## src/rtl/aabb_pkg.sv

```systemverilog
`default_nettype none

package aabb_pkg;

   // operation codes of the request transaction
   localparam logic OP_ADD   = 1'b0;
   localparam logic OP_QUERY = 1'b1;

   // field widths
   localparam int COORD_W = 16;
   localparam int IDX_W   = 6;
   localparam int BOX_W   = 4 * COORD_W;

   // one stored box, as kept in the table memory
   typedef struct packed {
      logic signed [COORD_W-1:0] pos_x;
      logic signed [COORD_W-1:0] pos_z;
      logic        [COORD_W-1:0] size_x;
      logic        [COORD_W-1:0] size_z;
   } box_type;

endpackage

`default_nettype wire

```

## src/rtl/aabb_overlap_unit.sv

```systemverilog
`default_nettype none

module aabb_overlap_unit import aabb_pkg::*; (
   input  wire box_type query,
   input  wire box_type entry,
   output      logic    overlap
);

   // inclusive test on one axis: |2*(cb - ca)| <= sa + sb
   function automatic logic axis_hit(
      input logic signed [COORD_W-1:0] ca,
      input logic        [COORD_W-1:0] sa,
      input logic signed [COORD_W-1:0] cb,
      input logic        [COORD_W-1:0] sb
   );
      logic signed [COORD_W:0]   diff;
      logic        [COORD_W:0]   mag;
      logic        [COORD_W+1:0] dist2;
      logic        [COORD_W+1:0] size_sum;
      begin
         diff     = (COORD_W+1)'(cb) - (COORD_W+1)'(ca);
         mag      = diff[COORD_W] ? (COORD_W+1)'(-diff) : (COORD_W+1)'(diff);
         dist2    = {mag, 1'b0};
         size_sum = (COORD_W+2)'(sa) + (COORD_W+2)'(sb);
         axis_hit = (dist2 <= size_sum);
      end
   endfunction

   // both axes must overlap
   assign overlap = axis_hit(query.pos_x, query.size_x, entry.pos_x, entry.size_x) &&
                    axis_hit(query.pos_z, query.size_z, entry.pos_z, entry.size_z);

endmodule

`default_nettype wire

```

## config.mk

```make
export PLATFORM = sky130hd
export DESIGN_NAME = aabb_overlap_unit
export DESIGN_NICKNAME = d
export VERILOG_FILES = /design/src/rtl/aabb_pkg.sv /design/src/rtl/aabb_overlap_unit.sv
export SDC_FILE = /design/constraint.sdc
export NUM_CORES = 1
export LEC_CHECK = 0
export BUFFER_PORTS_ARGS = -buffer_cell sky130_fd_sc_hd__buf_2
export CELL_PAD_IN_SITES_DETAIL_PLACEMENT = 0
export CELL_PAD_IN_SITES_GLOBAL_PLACEMENT = 1
export CORE_ASPECT_RATIO = 0.7
export CORE_MARGIN = 5
export CORE_UTILIZATION = 42
export DETAILED_ROUTE_END_ITERATION = 6
export PLACE_DENSITY_LB_ADDON = 0.1
export SYNTH_ARGS = -nofsm -noshare
export SYNTH_HDL_FRONTEND = slang
export SYNTH_SLANG_ARGS = --single-unit
```

## constraint.sdc

```tcl
create_clock -name vclk -period 8.5
set_input_delay 0.425 -clock vclk [all_inputs]
set_output_delay 0.425 -clock vclk [all_outputs]
set_load 0.05 [all_outputs]
```

Yosys cells after proc, flatten, opt, wreduce, memory -nomap -nowiden

Cells that the tools add are included.

Logic and storage cells: 11
Bits of input ports: 128
Flip-flop bits (word level): 0

Reductions and logical operators: 1
Add/sub/neg operators: 6
Order comparisons: 2
Multiplexer cells: 2

Operators by type and width:

| cell                                                        | count |
|---|---|
| 18-bit by 17-bit less-or-equal comparator with 1-bit output | 2 |
| 16-bit by 16-bit adder with 17-bit output                   | 2 |
| 17-bit two-way mux                                          | 2 |
| 17-bit negation                                             | 2 |
| 16-bit by 16-bit subtractor with 17-bit output              | 2 |
| 1-bit logical AND                                           | 1 |

Logic depth before layout (Yosys ltp)

Depth after elaboration: 5
Depth in mapped cells: 22
Mapped depth without buffers: 21

Worst setup path before layout

Ideal clock, no wire load.

Kind: input port to output port
Start: input port entry[32] (netlist name)
End: output port overlap
Required time: 8.075 ns
Setup slack: 3.420 ns
Arrival: 4.655 ns
Stages: 22
Cells stage by stage: inv_1 ha_1 fa_1 nor2b_1 o31a_1 o31ai_1 o21ai_1 nand4_1 a32oi_1 clkbuf_1 nor2_1 a21oi_1 ha_1 a21o_1 a21o_1 a21o_1 a21oi_1 o221ai_1 a221oi_1 o22ai_1 a41oi_1 o21a_1

Word-level cells in the longest chain between the ends: 5

RTL lines:

| item                                                            | RTL line                | source |
|---|---|---|
| start: declaration                                              | aabb_overlap_unit.sv:5  | `input wire box_type entry,` |
| 16-bit by 16-bit subtractor with 17-bit output (*)              | aabb_overlap_unit.sv:21 | `diff = (COORD_W+1)'(cb) - (COORD_W+1)'(ca);` |
| 17-bit negation                                                 | aabb_overlap_unit.sv:22 | `mag = diff[COORD_W] ? (COORD_W+1)'(-diff) : (COORD_W+1)'(diff);` |
| 17-bit two-way mux (*)                                          | aabb_overlap_unit.sv:22 |  |
| 18-bit by 17-bit less-or-equal comparator with 1-bit output (*) | aabb_overlap_unit.sv:25 | `axis_hit = (dist2 <= size_sum);` |
| 1-bit logical AND (*)                                           | aabb_overlap_unit.sv:30 | `assign overlap = axis_hit(query.pos_x, query.size_x, entry.pos_x, entry.size_x) &&` |
| end: declaration                                                | aabb_overlap_unit.sv:6  | `output logic overlap` |

Mark *: on every way between the ends. The rest lies on a longest branch, timed or not.

Worst setup path in the final report

Start: input port query[52] (netlist name)
End: output port overlap

Word-level cells in the longest chain between the ends: 5

RTL lines:

| item                                                            | RTL line                | source |
|---|---|---|
| start: declaration                                              | aabb_overlap_unit.sv:4  | `input wire box_type query,` |
| 16-bit by 16-bit subtractor with 17-bit output (*)              | aabb_overlap_unit.sv:21 |  |
| 17-bit negation                                                 | aabb_overlap_unit.sv:22 |  |
| 17-bit two-way mux (*)                                          | aabb_overlap_unit.sv:22 |  |
| 18-bit by 17-bit less-or-equal comparator with 1-bit output (*) | aabb_overlap_unit.sv:25 |  |
| 1-bit logical AND (*)                                           | aabb_overlap_unit.sv:30 |  |

Marks and branches as above.

==> metrics.cfg <==
[floorplanning]
start_util_pct=43.4
die_w_microns=130
core_area_sq_mm=0.00976
io_pins=129
rows=30
die_area_sq_mm=0.0122
fp.dieH_microns=94.0

[grt]
grt_max_degree=18
grt_pass1_vias=3897
antenna_found_initial=0
grt_pass1_wl_microns=17900
grt_util_all_layers_pct=16.9
gr-total-overflow=0

[routing]
drt_wl_total_microns=11000
vias=4297
ant_nets=0
drt_iter0_markers=231
post-route-drc-count=0
via_per_inst=5.21
drt_pass1_iterations=5
wire_per_inst_microns=13.3

[sta]
finalCritPeriodShare_pct=67.8
fmax_mhz=174
drv_slew=0
worst_pin_slew_ns=0.784
slew_headroom_pct=47.4
period_needed_ns=5.76
worst_slack_ns=2.74
hold_viol=0
hold_ws_ns=1.71
rsz0062_at_grt=false
timing.setup.tns_ns=0
finalSetupViolCount=0

[layout]
n_fill_cell=986
design.seq.count=0
area_growth_pct=18.7
final_util_pct=51.5
seq_area_sq_um=0
multiInputGateArea_sq_mm=0.00402
drive_above_1_share_pct=21.3
num_antenna_cells=0
nets=928
n_clock_buffer=0

[power_and_ir_drop]
ir_drop_uv=37.0
p_leak_nw=2.66
cellPowerDensity_mw_per_mm2=111

[min_path]
hold_path.class=in -> out

[clock_tree]
hold_buffers=0
cts_resized=0
cts_setup_buffers=0

[critical_path]
crit_fanout=11
critPathRequiredTime_ns=8.08
startpoint=query[52]
startpoint_type=input port
crit_arrival_ns=5.34
cp-end-kind=primary output
crit_type=in -> out
crit_path_end=overlap

[synthesis]
yosys.area.top_type_share_pct=29.0
synthesis.area_sq_mm=0.00423
netlist_top_cells_area=ha_1 29%, xnor2_1 8.9%, xor2_1 7.4%, a21o_1 5.9%, a21oi_1 5.7%
yosys.area.top_type=ha_1
ys_seq_area_share_pct=0
avgSynthCellArea_sq_um=7.41
post_synth_num_cell_types=62
synthCells=571
postSynthNetCount=801
synthTopCellsByCount=98 x ha_1, 50 x inv_1, 48 x a21oi_1, 44 x nor2_1, 43 x xnor2_1
yosysWarnings=0
synth.most_common_cell=ha_1

[placement]
dp_hpwl_microns=9820
gp_congestion=0.850
numPortBuffers=129
pre_cts_ws_ns=2.69

[run_status]
status=finished, final reports clean

[run]
maxCapViolCount=0

==> report_power, final <==
group	total (W)	switching [W]	internal, W	leakage (nW)
Sequential	0	0	0	0
Clock	0	0	0	0
Combinational	0.000556	0.000306	0.000250	2.66
==> area by class of cell <==
type	count	area share [%]
Multi-Input combinational cell	516	80.1
Timing Repair Buffer	130	13.0
Inverter	50	3.74
Tap cell	128	3.19
==> worst min path at each step <==
stage	startpoint	to	depth (start not counted)
after floorplan	entry[16]	overlap	6
after global placement	entry[47]	overlap	6
after detailed placement	entry[47]	overlap	6
after CTS	entry[47]	overlap	6
after global routing	entry[47]	overlap	6
final	entry[47]	overlap	6
==> cells by family after synthesis <==
group	synth area share, %
AO/OA/AOI/OAI	28.2
XOR/XNOR	16.3
adder cells (fa/ha/maj)	30.9
buffers and inverters	4.97
multiplexers	0.503
AND/OR/NAND/NOR	19.2
==> metal layers <==
layer,up-vias,part of all wire (%),global-route usage [%],wire length [microns]
met3,4,7.7,1.53,851
met5,-,0,0,0
met4,0,0.28,0.519,31
met1,1805,59,30.0,6470
met2,132,33,21.6,3650
li1,2356,-,-,-
==> worst max-delay path, cell delays in order <==
cell and delay (ns):
buf_2 0.07, inv_1 0.03, ha_1 0.35, a21o_1 0.24, a211oi_2 0.21, a31oi_1 0.17, a311o_1 0.42, a21o_1 0.19
a21o_1 0.23, o21ai_1 0.65, o41ai_1 0.22, xnor2_1 0.19, ha_1 0.32, nand4_1 0.11, or4b_2 0.65, nor3_1 0.17
o22ai_1 0.09, a41oi_1 0.17, o21a_1 0.16, buf_2 0.26
==> layout by cell type (no fill, tap or decap), types with 17 or more instances in the layout <==
cell       n
a21o_1    33
a21oi_1   48
buf_2    129
ha_1      98
inv_1     50
nand2_1   28
nor2_1    44
nor3_1    17
o21ai_0   24
xnor2_1   43
xor2_1    36
==> metrics by stage <==
step	power, W	area (sq um)	cells
3_5_place_dp	0.000552	5020	824
4_1_cts	0.000556	5020	824
6_report	0.000556	5020	824
3_3_place_gp	0.000535	5020	824
5_1_grt	0.000628	5020	824
2_1_floorplan	0.000419	4230	571
No activity file was read; power rests on OpenSTA's default activity.
