File: src/rtl/aabb_ram.sv
`default_nettype none

module aabb_ram #(
   parameter  int WIDTH  = 64,
   parameter  int DEPTH  = 64,
   localparam int ADDR_W = (DEPTH > 1) ? $clog2(DEPTH) : 1
) (
   input  wire logic                  clock,
   input  wire logic                  wr_en,
   input  wire logic [ADDR_W-1:0]     wr_addr,
   input  wire logic [WIDTH-1:0]      wr_data,
   input  wire logic [ADDR_W-1:0]     rd_addr,
   output      logic [WIDTH-1:0]      rd_data
);

   logic [WIDTH-1:0] mem_ff [DEPTH];
   logic [WIDTH-1:0] rd_data_ff;

   // single write port, registered read port
   always_ff @(posedge clock) begin
      if (wr_en) begin
         mem_ff[wr_addr] <= wr_data;
      end
      rd_data_ff <= mem_ff[rd_addr];
   end

   assign rd_data = rd_data_ff;

endmodule

`default_nettype wire

File: config.mk
export PLATFORM = sky130hd
export DESIGN_NAME = aabb_ram
export DESIGN_NICKNAME = d
export VERILOG_FILES = /design/src/rtl/aabb_ram.sv
export SDC_FILE = /design/constraint.sdc
export NUM_CORES = 2
export LEC_CHECK = 0
export BUFFER_PORTS_ARGS = -buffer_cell sky130_fd_sc_hd__buf_2
export CELL_PAD_IN_SITES_DETAIL_PLACEMENT = 1
export CELL_PAD_IN_SITES_GLOBAL_PLACEMENT = 2
export CORE_MARGIN = 1
export CORE_UTILIZATION = 51
export CTS_CLUSTER_SIZE = 28
export DETAILED_ROUTE_END_ITERATION = 7
export GPL_ROUTABILITY_DRIVEN = 0
export PLACE_DENSITY_LB_ADDON = 0.1
export SLEW_MARGIN = 20
export SYNTH_ARGS = -nofsm -noshare
export SYNTH_HDL_FRONTEND = slang
export SYNTH_SLANG_ARGS = --single-unit
File: constraint.sdc
create_clock -name clock -period 9.8 [get_ports clock]
set_input_delay 1.96 -clock clock [delete_from_list [all_inputs] [get_ports clock]]
set_output_delay 1.96 -clock clock [all_outputs]
set_load 0.03 [all_outputs]
Word-level counts from Yosys, hierarchy flattened
Memories as Yosys holds them, arrays and structs flattened. A register that Yosys moved wholly into a read port is not among the register bits.
Cells that the tools add are included.
- muxes and demuxes: 2
- operator list (kind ; count):
    1-bit two-way mux ; 2
- bits in registers: 0
- memory bits (writable): 4096
- input bits: 78
- output and inout port bits: 64
- logic and storage cells: 3
- memories kept: 1
- memories (memory ; words ; width ; read ports ; clocked after memory_dff ; write ports ; line ; source):
    mem_ff ; 64 ; 64 ; 1 ; 1 ; 1 ; 16 ; logic [WIDTH-1:0] mem_ff [DEPTH];

Longest topological paths before layout
- depth after elaboration: 2
- depth in mapped cells: 9
- mapped depth without buffers: 5

Worst setup path before layout
Ideal clock, no wire load.
- kind: in2reg
- start: input port wr_addr[3]
- end: memory mem_ff[48][0] (enable)
- setup time: 0.564 ns
- arrival time: 6.832 ns
- data required time: 9.236 ns
- path slack: 2.404 ns
- cell stages on the path: 4
- path buffers: 1
- cell sequence: clkbuf_1 > nor2b_1 > nand4b_1 > nor3_1
- RTL lines (item ; line ; source):
    start, declared ; 10 ; input wire logic [ADDR_W-1:0] wr_addr,
    end, declared ; 16 ;
Straight into the memory's write port.

==> flow_summary.ini <==
[clocking]
clock_pin_slew_of_the_registers_on_the_worst_case_setup_and_hold_paths_ns = 0.06
clk_latency_ns = 0.96
cts_inserted_buffers = 422
cts_tree = built
ctsRootBufferMaster = sky130_fd_sc_hd__clkbuf_16
clock-sinks = 4160
post_cts_resized = 0
postCtsSetupRepairBufs = 0
cts_hold_repair.buffers = 0
maximum_number_of_buffers_from_clock_root_to_sink = 4
cts-htree-levels = 5

[hold_path]
min-delay-path-class = register to register
holdCritStartpoint = mem_ff[36][2]$_DFFE_PP_

[critical_path]
cp.buffers_inverters = 3
worst_setup_path_end_kind = register
worst_path_required_ns = 10.57
setup.worst_path.start = rd_addr[0]
slowest_delay_ns = 0.84
crit_path_top_delay_cell = sky130_fd_sc_hd__buf_4
timing.critical_path.arrival_ns = 5.56
path_cells = buf_12 -> buf_12 -> buf_4 -> mux4_2 -> a22o_1 -> nor2_1 -> a211oi_1
setup.worst_path.class = primary input to register
start_kind = primary input
regToRegStartpoint = mem_ff[10][12]$_DFFE_PP_
cell_repeated_most_along_the_worst_path = sky130_fd_sc_hd__buf_12
worstPathMaxFanout = 64
crit_family = buffers and inverters

[placement]
port-buffer-count = 141
detailed_place.area_um2 = 163000
hpwlAfterDp_mm = 239
place_inst = 10700

[sta]
fmaxAchievable_mhz = 209
final.period_utilization_pct = 48.9
final.setup_skew_ns = 0.0368
finalHoldViolations = 0
setup_tns_ns = 0
rsz0062_at_grt = no
setup_violations = 0
tightestPinTransition_ns = 1.21
drv_slew = 0
final_critical_period_ns = 4.79
slew-limit-headroom_pct = 19.5

[routing]
number_of_violations_reported_at_the_end_of_detailed_routing_iteration_0 = 10500
route.antenna.remaining_nets = 0
via_per_inst = 6.61
routedWlPerCell_um = 39.7
dr_total_vias = 75700
routed_wirelength_mm = 454
drt_first_pass_iters = 6
post-route-drc-count = 0

[floorplanning]
core.rowCount = 202
num_io_pins = 142
floorplan.die.width_um = 556
floorplan.initialDensity_pct = 51.5
core-area_um2 = 304000
die-area_um2 = 309000
floorplan.die.height_um = 556

[synth]
netlist.area_leader.share_pct = 78.7
yosysMostFrequentCell = sky130_fd_sc_hd__edfxtp_1
synth.cell_area_um2 = 156000
synth_async_sr_flop_share_pct = 0
synth.area.top_cells = sky130_fd_sc_hd__edfxtp_1 (79%), sky130_fd_sc_hd__mux4_2 (15%), sky130_fd_sc_hd__mux2i_1 (0.86%)
synth.avg_cell_area_um2 = 23.7
synth_edf_count = 4096
post_synth_inst_count = 6598
ys.warnings.count = 0
synthesis_stage_register_bit_count = 4160
yosysSeqAreaShare_pct = 79.5
synthDistinctLibCells = 33
commonest_cells_post_synth = sky130_fd_sc_hd__edfxtp_1 (4096), sky130_fd_sc_hd__mux4_2 (1024), sky130_fd_sc_hd__buf_2 (170), sky130_fd_sc_hd__a22oi_1 (168), sky130_fd_sc_hd__clkbuf_1 (140)
synth_area_leader_cell = sky130_fd_sc_hd__edfxtp_1
syn-num-nets = 6676
synth-main-ff-cell = sky130_fd_sc_hd__edfxtp_1

[global_routing]
wire_length_of_the_first_global_routing_pass_mm = 628
first_global_vias = 77900
grt_usage_pct = 29.6
grt_antenna_before_repair = 34
maximum_number_of_pins_on_one_net_before_global_route_repair = 117
global_route.overflow_total = 0

[final_layout]
layoutNonFillerInstCount = 11400
layout.cell_area.non_filler_um2 = 176000
area_added_between_synthesis_and_finish_pct = 12.7
final_core_utilization_pct = 58.0
design.final.nets = 7077
post_route_cells_drive_above_1_share_pct = 28.1

[status]
result_of_the_run = finished, final reports clean

[job]
max_cap_violations = 0

[power]
power.static_leakage_uw = 0.0548
power.ir.vdd_worst_mv = 0.165
pwr_density_cell_nw_per_um2 = 211
[area by class of cell]
| type | instances | area [um^2] |
|---|---|---|
| Sequential cell | 4160 | 124000 |
| Antenna cell | 14 | 35.0 |
| Tap cell | 4080 | 5100 |
| Timing Repair Buffer | 347 | 2730 |
| Multi-Input combinational cell | 2049 | 30800 |
| Fill cell | 24800 | 128000 |
| Clock buffer | 546 | 11400 |
| Clock inverter | 229 | 1810 |
| Inverter | 19 | 71.3 |
[state kept, by name, summed over array words and instances (netlist names)]
register and count:
rd_data 64, mem_ff 4096
[power by group]
group          switching [uW]  internal (uW)  total (uW)
logic                    1170            612        1780
clock network            6710           8800       15500
registers                93.7          19700       19800
total                    7970          29100       37100
[cells in the final DEF (no fill, tap or decap), types with 3 or more instances in the layout]
cell type,instances
sky130_fd_sc_hd__a211oi_1,63
sky130_fd_sc_hd__a22o_1,88
sky130_fd_sc_hd__a22oi_1,168
sky130_fd_sc_hd__a2bb2oi_1,19
sky130_fd_sc_hd__a31oi_1,18
sky130_fd_sc_hd__a41oi_1,26
sky130_fd_sc_hd__and3_1,64
sky130_fd_sc_hd__buf_12,26
sky130_fd_sc_hd__buf_2,104
sky130_fd_sc_hd__buf_4,213
sky130_fd_sc_hd__bufinv_16,25
sky130_fd_sc_hd__clkbuf_1,98
sky130_fd_sc_hd__clkbuf_16,429
sky130_fd_sc_hd__clkbuf_8,19
sky130_fd_sc_hd__clkinv_1,94
sky130_fd_sc_hd__clkinv_2,85
sky130_fd_sc_hd__clkinv_8,5
sky130_fd_sc_hd__clkinvlp_4,7
sky130_fd_sc_hd__dfxtp_1,64
sky130_fd_sc_hd__diode_2,14
sky130_fd_sc_hd__edfxtp_1,4096
sky130_fd_sc_hd__inv_1,19
sky130_fd_sc_hd__inv_6,9
sky130_fd_sc_hd__mux2i_1,135
sky130_fd_sc_hd__mux4_2,1024
sky130_fd_sc_hd__nand2_1,54
sky130_fd_sc_hd__nand2b_1,8
sky130_fd_sc_hd__nand3_1,45
sky130_fd_sc_hd__nor2_1,47
sky130_fd_sc_hd__nor2_4,65
sky130_fd_sc_hd__nor2b_1,24
sky130_fd_sc_hd__nor2b_4,3
sky130_fd_sc_hd__o221ai_1,38
sky130_fd_sc_hd__o22ai_1,83
sky130_fd_sc_hd__or2_2,28
sky130_fd_sc_hd__or3_1,29
[cell families (layout without fill, tap and decap cells)]
group	after synthesis	count (layout)	synth area share (%)
AO/OA/AOI/OAI	504	504	2.48
buffers and inverters	389	1141	1.18
flip-flops	4160	4160	79.5
multiplexers	1159	1159	15.6
other	0	14	0
AND/OR/NAND/NOR	386	386	1.24
[routing by layer]
layer  up-vias  routed length [um]  global-route usage (%)
li1      29300                   -                       -
met1     42200              186000                    43.2
met2      3536              220000                    47.6
met3       615               36500                    4.08
met4         8               12600                    7.76
met5         -                  52                       0
[path summary, 6_finish.rpt]
check / endpoint / slack, ns / cells after the start
max reg2reg: rd_data[12]$_DFF_P_ / 7.58 / 5
max: rd_data[17]$_DFF_P_ / 5.01 / 7
min reg2reg: rd_data[2]$_DFF_P_ / 0.83 / 4
min: rd_data[2]$_DFF_P_ / 0.83 / 4
[through the flow]
step | hold slack [ns] | worst slack (ns) | total power (uW)
final | 0.833 | 5.01 | 37100
after global routing | 0.872 | 4.79 | 38000
after global placement | 0.813 | 4.02 | 21900
after floorplan | 0.788 | 2.40 | 21100
after detailed placement | 0.832 | 4.03 | 22000
after CTS | 0.843 | 5.04 | 37300
[worst reg2reg max path: cells and delay by family, from the launching register on]
family / cells / cell delay, ns
DFF: 1 / 0.37
and+or+nand+nor: 2 / 0.39
muxes: 1 / 0.47
AOI/OAI and AO/OA: 2 / 0.89
Power figures use the tool's default switching activity.
